### src/rtl/ifd_pkg.sv
// Package for the inertial frame decoder: frame layout constants and types.
// No dependencies; imported by the byte interface and the core.
`timescale 1ns / 1ps
package ifd_pkg;

  localparam int unsigned POS_W       = 5;
  localparam int unsigned DATA_BYTES  = 20;
  localparam int unsigned FRAME_BYTES = 21;

  typedef logic [POS_W-1:0] pos_t;
  typedef logic [7:0]       byte_t;

  localparam pos_t  POS_CHECKSUM = pos_t'(DATA_BYTES);
  localparam pos_t  POS_IDLE     = pos_t'(FRAME_BYTES);
  localparam byte_t HEAD0        = 8'hAA;
  localparam byte_t HEAD1        = 8'h55;

endpackage

### src/rtl/ifd_stream_if.sv
// Valid/ready channel interfaces for the byte input and the decoded frame output.
// Depends on ifd_pkg for the byte type.
`timescale 1ns / 1ps
interface ifd_byte_if;
  import ifd_pkg::*;

  logic  valid;
  logic  ready;
  byte_t rx_byte;
  logic  block_start;

  modport source (output valid, output rx_byte, output block_start, input ready);
  modport sink   (input valid, input rx_byte, input block_start, output ready);
endinterface

interface ifd_frame_if;
  logic               valid;
  logic               ready;
  logic               frame_ok;
  logic        [31:0] sample_count;
  logic signed [15:0] gyro_x;
  logic signed [15:0] gyro_y;
  logic signed [15:0] gyro_z;
  logic signed [15:0] accel_x;
  logic signed [15:0] accel_y;
  logic signed [15:0] accel_z;
  logic        [15:0] temperature;

  modport source (output valid, output frame_ok, output sample_count,
                  output gyro_x, output gyro_y, output gyro_z,
                  output accel_x, output accel_y, output accel_z,
                  output temperature, input ready);
  modport sink   (input valid, input frame_ok, input sample_count,
                  input gyro_x, input gyro_y, input gyro_z,
                  input accel_x, input accel_y, input accel_z,
                  input temperature, output ready);
endinterface

### src/rtl/imu_frame_decoder_core.sv
// A result beat is registered in the output register once the checksum byte has
// passed the input register. Throughput: one input beat per cycle; the input
// register only waits while a finished result sits unaccepted in the output
// register and the byte it holds is a checksum byte. Synchronous active-low reset
// leaves the decoder idle, ignoring bytes until a block start; the 20-byte frame store is not cleared.
// Depends on ifd_pkg and the channel interfaces in ifd_stream_if.sv.
`timescale 1ns / 1ps
module imu_frame_decoder_core (
  input  logic        clk,
  input  logic        rst_n,
  ifd_byte_if.sink    in_bus,
  ifd_frame_if.source out_bus
);
  import ifd_pkg::*;

  logic  in_vld_r, in_vld_nxt;
  byte_t in_byte_r;
  logic  in_start_r;

  pos_t  pos_r, pos_nxt;
  byte_t sum_r, sum_nxt;
  byte_t store_r [DATA_BYTES];

  logic  out_vld_r, out_vld_nxt;
  logic  ok_r;
  logic  [31:0] count_r;
  logic  [15:0] gx_r, gy_r, gz_r, ax_r, ay_r, az_r, temp_r;

  pos_t  eff_pos;
  logic  is_data, is_chk, out_free, take, ok;

  assign eff_pos  = in_start_r ? '0 : pos_r;
  assign is_data  = eff_pos < POS_CHECKSUM;
  assign is_chk   = eff_pos == POS_CHECKSUM;
  assign out_free = !out_vld_r || out_bus.ready;
  assign take     = in_vld_r && (!is_chk || out_free);
  assign ok       = (store_r[0] == HEAD0) && (store_r[1] == HEAD1) && (sum_r == in_byte_r);

  assign in_bus.ready = !in_vld_r || !is_chk || out_free;

  always_comb begin
    in_vld_nxt  = in_vld_r;
    pos_nxt     = pos_r;
    sum_nxt     = sum_r;
    out_vld_nxt = out_vld_r && !out_bus.ready;
    if (take) begin
      in_vld_nxt = 1'b0;
      if (is_data) begin
        pos_nxt = eff_pos + pos_t'(1);
        sum_nxt = (eff_pos == '0) ? in_byte_r : byte_t'(sum_r + in_byte_r);
      end else if (is_chk) begin
        pos_nxt     = POS_IDLE;
        out_vld_nxt = 1'b1;
      end
    end
    if (in_bus.valid && in_bus.ready) begin
      in_vld_nxt = 1'b1;
    end
  end

  always_ff @(posedge clk) begin
    if (!rst_n) begin
      in_vld_r  <= 1'b0;
      pos_r     <= POS_IDLE;
      sum_r     <= '0;
      out_vld_r <= 1'b0;
    end else begin
      in_vld_r  <= in_vld_nxt;
      pos_r     <= pos_nxt;
      sum_r     <= sum_nxt;
      out_vld_r <= out_vld_nxt;
    end
  end

  always_ff @(posedge clk) begin
    if (in_bus.valid && in_bus.ready) begin
      in_byte_r  <= in_bus.rx_byte;
      in_start_r <= in_bus.block_start;
    end
  end

  always_ff @(posedge clk) begin
    for (int i = 0; i < DATA_BYTES; i++) begin
      if (take && is_data && (eff_pos == pos_t'(i))) begin
        store_r[i] <= in_byte_r;
      end
    end
  end

  // A bad frame reports all fields as zero.
  always_ff @(posedge clk) begin
    if (take && is_chk) begin
      ok_r    <= ok;
      count_r <= ok ? {store_r[5], store_r[4], store_r[3], store_r[2]} : '0;
      gx_r    <= ok ? {store_r[7], store_r[6]} : '0;
      gy_r    <= ok ? {store_r[9], store_r[8]} : '0;
      gz_r    <= ok ? {store_r[11], store_r[10]} : '0;
      ax_r    <= ok ? {store_r[13], store_r[12]} : '0;
      ay_r    <= ok ? {store_r[15], store_r[14]} : '0;
      az_r    <= ok ? {store_r[17], store_r[16]} : '0;
      temp_r  <= ok ? {store_r[19], store_r[18]} : '0;
    end
  end

  assign out_bus.valid        = out_vld_r;
  assign out_bus.frame_ok     = ok_r;
  assign out_bus.sample_count = count_r;
  assign out_bus.gyro_x       = $signed(gx_r);
  assign out_bus.gyro_y       = $signed(gy_r);
  assign out_bus.gyro_z       = $signed(gz_r);
  assign out_bus.accel_x      = $signed(ax_r);
  assign out_bus.accel_y      = $signed(ay_r);
  assign out_bus.accel_z      = $signed(az_r);
  assign out_bus.temperature  = temp_r;

endmodule

### src/flat_wrapper.sv
// flat-port wrapper written by rule: the top's interface ports become plain ports
module imu_frame_decoder_core_flat import ifd_pkg::*;
  (clk, rst_n, in_bus_valid, in_bus_rx_byte, in_bus_block_start, in_bus_ready, out_bus_valid, out_bus_frame_ok, out_bus_sample_count, out_bus_gyro_x, out_bus_gyro_y, out_bus_gyro_z, out_bus_accel_x, out_bus_accel_y, out_bus_accel_z, out_bus_temperature, out_bus_ready);
  ifd_byte_if in_bus_i ();
  ifd_frame_if out_bus_i ();
  input  logic clk;
  input  logic rst_n;
  input wire logic [$bits(in_bus_i.valid)-1:0] in_bus_valid;
  input wire logic [$bits(in_bus_i.rx_byte)-1:0] in_bus_rx_byte;
  input wire logic [$bits(in_bus_i.block_start)-1:0] in_bus_block_start;
  output wire logic [$bits(in_bus_i.ready)-1:0] in_bus_ready;
  output wire logic [$bits(out_bus_i.valid)-1:0] out_bus_valid;
  output wire logic [$bits(out_bus_i.frame_ok)-1:0] out_bus_frame_ok;
  output wire logic [$bits(out_bus_i.sample_count)-1:0] out_bus_sample_count;
  output wire logic [$bits(out_bus_i.gyro_x)-1:0] out_bus_gyro_x;
  output wire logic [$bits(out_bus_i.gyro_y)-1:0] out_bus_gyro_y;
  output wire logic [$bits(out_bus_i.gyro_z)-1:0] out_bus_gyro_z;
  output wire logic [$bits(out_bus_i.accel_x)-1:0] out_bus_accel_x;
  output wire logic [$bits(out_bus_i.accel_y)-1:0] out_bus_accel_y;
  output wire logic [$bits(out_bus_i.accel_z)-1:0] out_bus_accel_z;
  output wire logic [$bits(out_bus_i.temperature)-1:0] out_bus_temperature;
  input wire logic [$bits(out_bus_i.ready)-1:0] out_bus_ready;
  assign in_bus_i.valid = in_bus_valid;
  assign in_bus_i.rx_byte = in_bus_rx_byte;
  assign in_bus_i.block_start = in_bus_block_start;
  assign in_bus_ready = in_bus_i.ready;
  assign out_bus_valid = out_bus_i.valid;
  assign out_bus_frame_ok = out_bus_i.frame_ok;
  assign out_bus_sample_count = out_bus_i.sample_count;
  assign out_bus_gyro_x = out_bus_i.gyro_x;
  assign out_bus_gyro_y = out_bus_i.gyro_y;
  assign out_bus_gyro_z = out_bus_i.gyro_z;
  assign out_bus_accel_x = out_bus_i.accel_x;
  assign out_bus_accel_y = out_bus_i.accel_y;
  assign out_bus_accel_z = out_bus_i.accel_z;
  assign out_bus_temperature = out_bus_i.temperature;
  assign out_bus_i.ready = out_bus_ready;
  imu_frame_decoder_core u_core (.clk(clk), .rst_n(rst_n), .in_bus(in_bus_i), .out_bus(out_bus_i));
endmodule
### config.mk
export PLATFORM = sky130hd
export DESIGN_NAME = imu_frame_decoder_core_flat
export DESIGN_NICKNAME = d
export VERILOG_FILES = /design/src/rtl/ifd_pkg.sv /design/src/rtl/ifd_stream_if.sv /design/src/rtl/imu_frame_decoder_core.sv /design/src/flat_wrapper.sv
export SDC_FILE = /design/constraint.sdc
export NUM_CORES = 1
export LEC_CHECK = 0
export BUFFER_PORTS_ARGS = -buffer_cell sky130_fd_sc_hd__buf_2
export CAP_MARGIN = 20
export CORE_MARGIN = 5
export CORE_UTILIZATION = 59
export CTS_BUF_LIST = sky130_fd_sc_hd__clkbuf_2
export CTS_CLUSTER_DIAMETER = 100
export DETAILED_ROUTE_END_ITERATION = 6
export PLACE_DENSITY = 0.84
export RECOVER_POWER = 25
export SLEW_MARGIN = 20
export SYNTH_ARGS = -nofsm -noshare
export SYNTH_HDL_FRONTEND = slang
export SYNTH_SLANG_ARGS = --single-unit
### constraint.sdc
create_clock -name clk -period 13.5 [get_ports clk]
set_input_delay 3.375 -clock clk [delete_from_list [all_inputs] [get_ports clk]]
set_output_delay 3.375 -clock clk [all_outputs]
set_load 0.05 [all_outputs]
==> flow_summary.json, run 1 <==
{
  "floorplan.die_area_sq_um": 23000,
  "number_of_buffers_added_on_ports": 159,
  "timing.critical_path.arrival_ns": 4.12,
  "die_w_microns": 152,
  "drv.max_cap_violation_count": 1,
  "post_dp_cell_area_sq_um": 12900,
  "synthSimpleGateAreaFrac": 0.117,
  "yosys.area_share.adder": 0.0144,
  "io-pin-count": 160,
  "synth_seq_area_share": 0.822,
  "worstSetupStartpointType": "primary input",
  "power_density_cells_nw_per_um2": 138,
  "finalNetCount": 907,
  "m1WireLength_mm": 8.79,
  "syn_nets": 683,
  "met2_length_mm": 10.7,
  "wl_mm": 21.6,
  "failed_checks": "capacitance limit, slew limit",
  "post-route-util": 0.697,
  "clock_latency_ns": 0.83,
  "die_boundary_height_microns": 152,
  "max-slew-margin-rel": -0.0298,
  "grt_antenna_before_repair": 0,
  "flip_flop_and_latch_count_after_synthesis": 329,
  "tritoncts": "yes",
  "async_reset_ff_frac": 0,
  "post_synth_main_area_contributors": "sky130_fd_sc_hd__edfxtp_1, sky130_fd_sc_hd__and2_1, sky130_fd_sc_hd__dfxtp_1, sky130_fd_sc_hd__ha_1, sky130_fd_sc_hd__nor2_1",
  "max-vdd-ir-drop_mv": 0.0604,
  "run_status": "finished, violations left",
  "post_cts_resize_count": 0,
  "worstPathMaxFanout": 4,
  "synth_top_family_by_area": "simple AND/OR/NAND/NOR gates",
  "dr_total_vias": 6190,
  "maximum_number_of_pins_on_one_net_before_global_route_repair": 146,
  "holdCritStartpoint": "u_core.store_r[15][7]$_DFFE_PP_",
  "first_pass_iters": 5,
  "first_iter_violations": 507,
  "layout_cells_sized_above_1": 0.309,
  "p_leak_nw": 4.62,
  "clock_slew_seen_by_the_registers_of_the_worst_setup_and_hold_paths_ns": 0.12,
  "max_clock_freq_ghz": 0.133,
  "max_slew.worst_pin.slew_ns": 1.54,
  "reg2reg_from": "u_core.in_start_r$_DFFE_PP_",
  "cts-buffers-inserted": 76,
  "place_congestion": 0.839,
  "synth-xor-area-share": 0.00296,
  "syn-cell-area_sq_um": 11800,
  "drv_slew": 24,
  "crit_start": "out_bus_ready",
  "drc": 0,
  "place.detailed.hpwl_mm": 12.7,
  "finClkSkew_ns": 0.0577,
  "cp.required_ns": 10.12,
  "synthToLayoutAreaGrowth_pct": 15.3,
  "grt_overflow": 0,
  "place_inst": 1067,
  "met3_length_mm": 1.73,
  "cts-root-buf": "sky130_fd_sc_hd__clkbuf_2",
  "yosysTopAreaCell": "sky130_fd_sc_hd__edfxtp_1",
  "post_synthesis_mux_area_share": 0.00338,
  "critical_setup_path_class": "in -> out",
  "holdCritPathClass": "reg -> reg",
  "wire_per_inst_microns": 18.0,
  "yosysTopAreaCellShare": 0.796,
  "cts_setup_buffers": 0,
  "unrepaired_setup_endpoints_after_global_routing": "no",
  "highest_layer": "met4",
  "layout_min_cycle_time_ns": 7.49,
  "yosysUniqueCellTypes": 53,
  "setup_viol": 0,
  "post-layout-total-power_w": 0.00189,
  "first_global_vias": 6166,
  "avgViaCountPerCell": 5.15,
  "synthesis.yosys.warnings": 0,
  "coreArea_sq_um": 19600,
  "totalNegativeSetupSlack_ns": 0,
  "fp-row-count": 51,
  "cells_after_synthesis": 657,
  "clock-sinks": 329,
  "final_hold_violation_count": 0,
  "final_min_period_over_clock_period": 0.555,
  "postRouteAntennaNets": 0,
  "htreeDepth": 3,
  "finalNonFillerCells": 1203,
  "postSynthAreaPerCell_sq_um": 18.0,
  "cp-end-kind": "output pin",
  "n_antenna_cell": 0,
  "initial_core_util": 0.605,
  "synthFlopType": "sky130_fd_sc_hd__edfxtp_1",
  "design_area_sq_um": 13700,
  "clk_path_buf_depth": 3,
  "synth_compound_area_frac": 0.0255,
  "synth_enable_flop_cells": 314,
  "wire_length_of_the_first_global_routing_pass_mm": 32.8,
  "grt_usage": 0.193,
  "cts_hold_buf": 0
}
## final cells by class
type,count,area [sq um]
Sequential cell,329,9730
Fill cell,1251,5940
Multi-Input combinational cell,293,1940
Timing Repair Buffer,169,868
Clock buffer,114,571
Tap cell,265,332
Clock inverter,21,166
Inverter,12,45.0
## stage by stage
step / setup slack (ns) / hold WS [ns]
3_5_place_dp: 6.01 / 0.481
4_1_cts: 6.01 / 0.495
3_3_place_gp: 6.04 / 0.466
6_report: 6.01 / 0.495
2_1_floorplan: 2.95 / 0.450
5_1_grt: 5.92 / 0.511
## final timing paths
| kind | cells after the start | to | slack [ns] |
|---|---|---|---|
| min reg2reg | 1 | u_core.out_bus.accel_y[15]$_SDFFCE_PN0P_ | 0.50 |
| max | 5 | in_bus_ready | 6.01 |
| max reg2reg | 7 | u_core.out_bus.accel_y[12]$_SDFFCE_PN0P_ | 9.76 |
| min | 1 | u_core.out_bus.accel_y[15]$_SDFFCE_PN0P_ | 0.50 |
## kinds of logic (layout without fill, tap and decap cells)
family,count (synthesis),after routing
adder cells (fa/ha/maj),13,13
buffers and inverters,35,316
AO/OA/AOI/OAI,44,44
multiplexers,4,4
AND/OR/NAND/NOR,228,228
XOR/XNOR,4,4
flip-flops,329,329
## layer usage
metal	track usage	up-vias
li1	-	2906
met1	0.254	2962
met2	0.316	289
met3	0.0446	33
met4	0.0786	0
met5	0	-
## state kept, by name (all words and copies together), names as in the netlist
signal                       count
u_core.out_bus.temperature      16
u_core.out_bus.accel_z          16
u_core.sum_r                     8
u_core.out_bus.sample_count     32
u_core.out_bus.accel_x          16
u_core.out_bus.accel_y          16
u_core.in_vld_r                  1
u_core.out_bus.gyro_y           16
u_core.in_byte_r                 8
u_core.out_bus.valid             1
u_core.pos_r                     5
u_core.in_start_r                1
u_core.out_bus.gyro_z           16
u_core.out_bus.frame_ok          1
u_core.store_r                 160
u_core.out_bus.gyro_x           16
## placed cells by master (no fill, tap or decap), types with 12 or more instances in the layout
master                     count
sky130_fd_sc_hd__and2_1      147
sky130_fd_sc_hd__buf_2       159
sky130_fd_sc_hd__clkbuf_2    114
sky130_fd_sc_hd__clkinv_1     15
sky130_fd_sc_hd__dfxtp_1      15
sky130_fd_sc_hd__edfxtp_1    314
sky130_fd_sc_hd__ha_1         12
sky130_fd_sc_hd__inv_1        12
sky130_fd_sc_hd__nand2_1      14
sky130_fd_sc_hd__nor2_1       20
## report_power, final
group          internal, W  switching (W)  total [W]
Sequential         0.00113      0.0000121    0.00114
Combinational    0.0000226      0.0000829   0.000106
Clock             0.000282       0.000355   0.000637
## synthesized netlist by cell type, types with 4 or more instances
cell type,n
sky130_fd_sc_hd__nand2b_1,8
sky130_fd_sc_hd__o21a_1,4
sky130_fd_sc_hd__nor2_1,20
sky130_fd_sc_hd__nor2b_1,6
sky130_fd_sc_hd__nand2_1,14
sky130_fd_sc_hd__o21ai_0,9
sky130_fd_sc_hd__a21oi_1,11
sky130_fd_sc_hd__buf_6,6
sky130_fd_sc_hd__dfxtp_1,15
sky130_fd_sc_hd__mux2i_1,4
sky130_fd_sc_hd__buf_2,4
sky130_fd_sc_hd__and2_1,149
sky130_fd_sc_hd__ha_1,12
sky130_fd_sc_hd__clkbuf_1,13
sky130_fd_sc_hd__edfxtp_1,314
sky130_fd_sc_hd__nor4b_1,6
sky130_fd_sc_hd__inv_1,12
## worst max-delay path, stage by stage
cell and delay, ns:
sky130_fd_sc_hd__buf_2 0.09, sky130_fd_sc_hd__nand2b_1 0.19, sky130_fd_sc_hd__nor2_1 0.19, sky130_fd_sc_hd__inv_1 0.06, sky130_fd_sc_hd__buf_2 0.21
No activity file was read; power rests on OpenSTA's default activity.
==> run 2: changes to the inputs <==
Settings changed: ABC_AREA set to 1.
Clock period 13.5 ns to 7 ns, I/O delays scaled along.
==> run 2 against run 1 <==
- the flow finishes with violations (capacitance limit)
- via count up 12%
- clock skew up 0.027 ns
- first-iteration DRC count down 17%
- worst hold slack worse by 0.019 ns
- critical path depth up 2
- sequential cell count unchanged
- cell area up 1.5%
- synthesized cell count up 31%
- register-to-register slack worse by 6.5 ns
- sequential share of layout area down 1.0 points
- sequential power up 93%
- non-clock buffer count down 3
- largest power group unchanged
==> flow_summary.json, run 2 <==
{
  "critical_path.max_stage_delay_ns": 0.54,
  "tritoncts": "yes",
  "timing.critical_path.arrival_ns": 2.68,
  "die_w_microns": 153,
  "maximum_number_of_pins_on_one_net_before_global_route_repair": 87,
  "crit_start": "u_core.in_start_r$_DFFE_PP_",
  "cp.required_ns": 5.25,
  "clock_slew_seen_by_the_registers_of_the_worst_setup_and_hold_paths_ns": 0.11,
  "clock-sinks": 329,
  "first_pass_iters": 5,
  "place_congestion": 0.887,
  "yosysUniqueCellTypes": 33,
  "combinationalPowerShare": 0.036,
  "finalNonFillerCells": 1415,
  "floorplan.die_area_sq_um": 23400,
  "synthToLayoutAreaGrowth_pct": 14.7,
  "cts_hold_buf": 0,
  "postRouteAntennaNets": 0,
  "place.detailed.hpwl_mm": 14.0,
  "most-common-layout-cells": "sky130_fd_sc_hd__edfxtp_1, sky130_fd_sc_hd__nor2_1, sky130_fd_sc_hd__inv_1",
  "unrepaired_setup_endpoints_after_global_routing": "no",
  "max-slew-margin-rel": 0.000688,
  "sequentialPowerShare": 0.621,
  "cts-buffers-inserted": 76,
  "flip_flop_and_latch_count_after_synthesis": 329,
  "post_cts_resize_count": 0,
  "max_slew.worst_pin.slew_ns": 1.50,
  "critPathSlowestCell": "sky130_fd_sc_hd__edfxtp_1",
  "clk_path_buf_depth": 3,
  "initial_core_util": 0.599,
  "holdCritStartpoint": "u_core.store_r[9][3]$_DFFE_PP_",
  "power.internal_w": 0.00272,
  "cts-root-buf": "sky130_fd_sc_hd__clkbuf_2",
  "timing.critical_path.buf_inv": 2,
  "layout_cells_sized_above_1": 0.258,
  "worstPathMaxFanout": 6,
  "grt_usage": 0.201,
  "clock_latency_ns": 0.84,
  "die_boundary_height_microns": 153,
  "power.clock.fraction": 0.344,
  "max-vdd-ir-drop_mv": 0.119,
  "yosysTopAreaCellShare": 0.781,
  "post_dp_cell_area_sq_um": 13200,
  "first_iter_violations": 421,
  "largest_register_ff_count": 160,
  "finClkSkew_ns": 0.0843,
  "critical_setup_path_class": "reg -> out",
  "async_reset_ff_frac": 0,
  "avgViaCountPerCell": 4.88,
  "layout_min_cycle_time_ns": 4.43,
  "worstSetupStartpointType": "flip-flop",
  "drv_slew": 0,
  "dr_total_vias": 6908,
  "holdCritPathClass": "reg -> reg",
  "post-route-util": 0.687,
  "reg2reg_from": "u_core.in_byte_r[2]$_DFFE_PP_",
  "synth_seq_area_share": 0.806,
  "syn_nets": 887,
  "finalNetCount": 1113,
  "final_hold_violation_count": 0,
  "cts_setup_buffers": 0,
  "power_density_cells_nw_per_um2": 256,
  "drv.max_cap_violation_count": 1,
  "largest_register": "u_core.store_r",
  "max_clock_freq_ghz": 0.226,
  "postSynthAreaPerCell_sq_um": 14.0,
  "switchingPower_w": 0.000822,
  "run_status": "finished, violations left",
  "synthFlopType": "sky130_fd_sc_hd__edfxtp_1",
  "wl_mm": 23.2,
  "p_sw_frac": 0.232,
  "grt_overflow": 0,
  "post_synth_main_area_contributors": "sky130_fd_sc_hd__edfxtp_1, sky130_fd_sc_hd__nor2_1, sky130_fd_sc_hd__inv_1, sky130_fd_sc_hd__dfxtp_1, sky130_fd_sc_hd__nand2_1",
  "yosysMostFrequentCell": "sky130_fd_sc_hd__edfxtp_1",
  "io-pin-count": 160,
  "final_min_period_over_clock_period": 0.633,
  "synthesis.yosys.warnings": 0,
  "cp-end-kind": "output pin",
  "htreeDepth": 3,
  "coreArea_sq_um": 20200,
  "fp-row-count": 52,
  "wire_per_inst_microns": 16.4,
  "drc": 0,
  "final_common_cell": "sky130_fd_sc_hd__edfxtp_1",
  "post-layout-total-power_w": 0.00354,
  "synth_enable_flop_cells": 314,
  "wire_length_of_the_first_global_routing_pass_mm": 36.7,
  "cells_after_synthesis": 861,
  "p_leak_nw": 6.41,
  "number_of_buffers_added_on_ports": 159,
  "design_area_sq_um": 13900,
  "syn-cell-area_sq_um": 12100,
  "setup_viol": 0,
  "first_global_vias": 7001,
  "worst_path_top_cell_family_by_delay": "simple AND/OR/NAND/NOR gates",
  "yosysTopAreaCell": "sky130_fd_sc_hd__edfxtp_1",
  "totalNegativeSetupSlack_ns": 0,
  "place_inst": 1279,
  "failed_checks": "capacitance limit",
  "post_synth_most_frequent_cells": "sky130_fd_sc_hd__edfxtp_1, sky130_fd_sc_hd__nor2_1, sky130_fd_sc_hd__inv_1",
  "path_cells": "inv_1, nand2_1, nor2_1, nand2_1, nor2_1, nand3_1, buf_2",
  "grt_antenna_before_repair": 1
}
[run 2: cell count changes in the layout (fill, tap and decap cells not counted), moves of 8 or more]
cell                       delta
sky130_fd_sc_hd__nor2_1     +172
sky130_fd_sc_hd__inv_1      +168
sky130_fd_sc_hd__and2_1     -147
sky130_fd_sc_hd__nand2_1     +36
sky130_fd_sc_hd__nand3_1     +20
sky130_fd_sc_hd__clkbuf_2    -11
sky130_fd_sc_hd__nand2b_1     -8
[run 2: tightest hold or removal path, delay by kind of cell (launching register included)]
| kind | cells | cell delay (ns) |
|---|---|---|
| DFF | 1 | 0.33 |
| and+or+nand+nor | 1 | 0.08 |
| buffers and inverters | 1 | 0.04 |
[run 2: area by class of cell]
class,count,area (sq um)
Clock buffer,103,515
Antenna cell,1,2.50
Timing Repair Buffer,166,830
Sequential cell,329,9730
Tap cell,270,338
Multi-Input combinational cell,328,1520
Clock inverter,32,208
Fill cell,1390,6320
Inverter,186,707
[run 2: kinds of logic (layout without fill, tap and decap cells)]
| group | Yosys count | count (layout) | synth area share |
|---|---|---|---|
| buffers and inverters | 204 | 487 | 0.0662 |
| AOI/OAI and AO/OA | 25 | 25 | 0.0112 |
| DFF | 329 | 329 | 0.806 |
| other | 0 | 1 | 0 |
| and+or+nand+nor | 289 | 289 | 0.102 |
| adders and majority gates | 13 | 13 | 0.0141 |
| xor gates and xnor gates | 1 | 1 | 0.000726 |
[run 2: final timing paths]
path | endpoint | slack, ns | cells past startpoint
worst min register to register | u_core.out_bus.gyro_y[11]$_SDFFCE_PN0P_ | 0.48 | 2
worst max register to register | u_core.out_bus.gyro_z[14]$_SDFFCE_PN0P_ | 3.23 | 10
worst max-delay path | in_bus_ready | 2.57 | 7
worst min-delay path | u_core.out_bus.gyro_y[11]$_SDFFCE_PN0P_ | 0.48 | 2
[run 2: routing by layer]
layer  GRT usage  vias up  part of all wire
met2       0.336      279              0.51
met3      0.0509       37             0.075
met4      0.0789        0             0.020
li1            -     3313                 -
met1       0.256     3279              0.40
met5           0        -                 0
[run 2: per-stage QoR]
stage	setup WS [ns]	hold WS [ns]
final	2.57	0.476
after floorplan	1.55	0.444
after detailed placement	2.63	0.466
after CTS	2.62	0.477
after global placement	2.63	0.456
after global routing	2.38	0.510
[run 2: power by group through the flow]
stage	Combinational (W)	Clock (W)	Sequential, W
after floorplan	0.0000876	0	0.00224
after global routing	0.000142	0.00138	0.00220
after CTS	0.000129	0.00125	0.00220
after detailed placement	0.000129	0	0.00224
final	0.000126	0.00122	0.00220
after global placement	0.000125	0	0.00224
==> run 3: changes to the inputs <==
Settings changed: ABC_AREA 1 to 0.
Clock period 7 ns to 4.3 ns, I/O delays scaled along.
==> run 3 against run 2 <==
- the flow now finishes without violations
- sequential cell count is the same
- via count shrank 12%
- register-to-register slack got worse by 2.7 ns
- critical path type unchanged
- critical endpoint unchanged
- largest cell class unchanged
==> flow_summary.json, run 3 (synthesized netlist as in run 1, its figures left out) <==
{
  "final_common_cell": "sky130_fd_sc_hd__edfxtp_1",
  "initial_core_util": 0.605,
  "critical_setup_path_class": "reg -> out",
  "power.clock.fraction": 0.322,
  "grt_usage": 0.193,
  "worstPathMaxFanout": 13,
  "drv_slew": 0,
  "met2_length_mm": 10.9,
  "setup_viol": 0,
  "max_clock_freq_ghz": 0.248,
  "coreArea_sq_um": 19600,
  "first_iter_violations": 524,
  "clk_path_buf_depth": 3,
  "fillers": 1278,
  "seqCellArea_sq_um": 9730,
  "grt_antenna_before_repair": 0,
  "pre_cts_ws_ns": 1.13,
  "run_status": "complete, no violations",
  "synthToLayoutAreaGrowth_pct": 15.1,
  "post_cts_resize_count": 0,
  "cts-buffers-inserted": 75,
  "postRouteAntennaNets": 0,
  "cp.required_ns": 3.22,
  "largest_register_ff_count": 160,
  "max-vdd-ir-drop_mv": 0.170,
  "sequentialPowerShare": 0.619,
  "place.detailed.hpwl_mm": 13.3,
  "cts_hold_buf": 0,
  "switchingPower_w": 0.00139,
  "finalNetCount": 908,
  "totalNegativeSetupSlack_ns": 0,
  "reg2reg_slack_ns": 0.52,
  "max-slew-margin-rel": 0.0239,
  "first_global_vias": 6079,
  "highest_layer": "met4",
  "multiInputGateArea_sq_um": 1940,
  "clock-sinks": 329,
  "cts_setup_buffers": 0,
  "unrepaired_setup_endpoints_after_global_routing": "no",
  "number_of_buffers_added_on_ports": 159,
  "n_antenna_cell": 0,
  "rr_worst_depth": 7,
  "wire_length_of_the_first_global_routing_pass_mm": 32.6,
  "layout_cells_sized_above_1": 0.301,
  "timing.critical_path.arrival_ns": 2.96,
  "maximum_number_of_pins_on_one_net_before_global_route_repair": 121,
  "io-pin-count": 160,
  "p_leak_nw": 4.60,
  "grt_overflow": 0,
  "layout_min_cycle_time_ns": 4.03,
  "post-route-util": 0.696,
  "final_hold_violation_count": 0,
  "met3_length_mm": 1.62,
  "largest_register": "u_core.store_r",
  "dr_total_vias": 6093,
  "floorplan.die_area_sq_um": 23000,
  "reg2reg_from": "u_core.in_byte_r[1]$_DFFE_PP_",
  "fp-row-count": 51,
  "cp-endpoint": "in_bus_ready",
  "drv.max_cap_violation_count": 0,
  "p_sw_frac": 0.241,
  "tritoncts": "yes",
  "clock_slew_seen_by_the_registers_of_the_worst_setup_and_hold_paths_ns": 0.10,
  "first_pass_iters": 5,
  "regToRegEndpoint": "u_core.out_bus.temperature[4]$_SDFFCE_PN0P_",
  "final.hold.worst_slack_ns": 0.463,
  "drc": 0,
  "finalWorstSetupSlack_ns": 0.267,
  "most-common-layout-cells": "sky130_fd_sc_hd__edfxtp_1, sky130_fd_sc_hd__buf_2, sky130_fd_sc_hd__and2_1",
  "max_slew.worst_pin.slew_ns": 1.46,
  "holdCritPathClass": "in -> reg",
  "avgViaCountPerCell": 5.07,
  "crit_start": "u_core.in_start_r$_DFFE_PP_",
  "combinationalPowerShare": 0.059,
  "wire_per_inst_microns": 18.0,
  "finClkSkew_ns": 0.0383,
  "post_dp_cell_area_sq_um": 13000,
  "m1WireLength_mm": 8.65,
  "htreeDepth": 3,
  "wl_mm": 21.7,
  "power_density_cells_nw_per_um2": 424,
  "cp-end-kind": "output pin",
  "cts-root-buf": "sky130_fd_sc_hd__clkbuf_2",
  "place_congestion": 0.796,
  "power.internal_w": 0.00439,
  "die_boundary_height_microns": 152,
  "worstSetupStartpointType": "flip-flop",
  "design_area_sq_um": 13600,
  "clock_latency_ns": 0.81,
  "die_w_microns": 152,
  "final_min_period_over_clock_period": 0.938
}
## run 3: cell types whose count changed in the layout (fill, tap and decap cells not counted), moves of 8 or more
cell | before | now
sky130_fd_sc_hd__nand2b_1 | 0 | 8
sky130_fd_sc_hd__inv_1 | 180 | 12
sky130_fd_sc_hd__and2_1 | 0 | 147
sky130_fd_sc_hd__nand3_1 | 23 | 3
sky130_fd_sc_hd__nor2_1 | 192 | 20
sky130_fd_sc_hd__nand2_1 | 50 | 14
## run 3: area by class of cell
type / count / area share
Sequential cell: 329 / 0.714
Multi-Input combinational cell: 293 / 0.142
Timing Repair Buffer: 171 / 0.0666
Clock buffer: 103 / 0.0378
Tap cell: 265 / 0.0243
Clock inverter: 28 / 0.0119
Inverter: 12 / 0.00330
## run 3: worst min-delay path by stage
stage	startpoint	depth (start not counted)	slack [ns]	to
after floorplan	u_core.sum_r[6]$_SDFFE_PN0P_	2	0.45	u_core.sum_r[6]$_SDFFE_PN0P_
after CTS	in_bus_rx_byte[5]	1	0.39	u_core.in_byte_r[5]$_DFFE_PP_
final	in_bus_rx_byte[4]	1	0.46	u_core.in_byte_r[4]$_DFFE_PP_
after detailed placement	u_core.pos_r[0]$_SDFFE_PN1P_	2	0.48	u_core.pos_r[0]$_SDFFE_PN1P_
after global routing	in_bus_rx_byte[5]	1	0.38	u_core.in_byte_r[5]$_DFFE_PP_
after global placement	u_core.pos_r[0]$_SDFFE_PN1P_	2	0.47	u_core.pos_r[0]$_SDFFE_PN1P_
## run 3: critical path: stages (launching register included)
cell,delay [ns]
sky130_fd_sc_hd__edfxtp_1,0.55
sky130_fd_sc_hd__nand2b_1,0.24
sky130_fd_sc_hd__ha_1,0.28
sky130_fd_sc_hd__nand4b_1,0.15
sky130_fd_sc_hd__or3b_1,0.48
sky130_fd_sc_hd__nor2_1,0.21
sky130_fd_sc_hd__inv_1,0.06
sky130_fd_sc_hd__buf_2,0.21
## run 3: power by group through the flow
stage | clock, W | sequential [W] | combinational, W
global placement | 0 | 0.00365 | 0.000338
finish | 0.00186 | 0.00358 | 0.000340
global route | 0.00212 | 0.00359 | 0.000359
CTS | 0.00192 | 0.00358 | 0.000344
floorplan | 0 | 0.00381 | 0.0000885
detailed placement | 0 | 0.00366 | 0.000344
## run 3: through the flow
step,instances,power [W]
floorplan,657,0.00390
global placement,1070,0.00399
detailed placement,1070,0.00400
CTS,1201,0.00585
global route,1201,0.00607
finish,1201,0.00579
## run 3: per-layer routing
metal	GRT usage	vias up
li1	-	2900
met1	0.243	2912
met3	0.0449	37
met4	0.0831	0
met2	0.324	244
met5	0	-
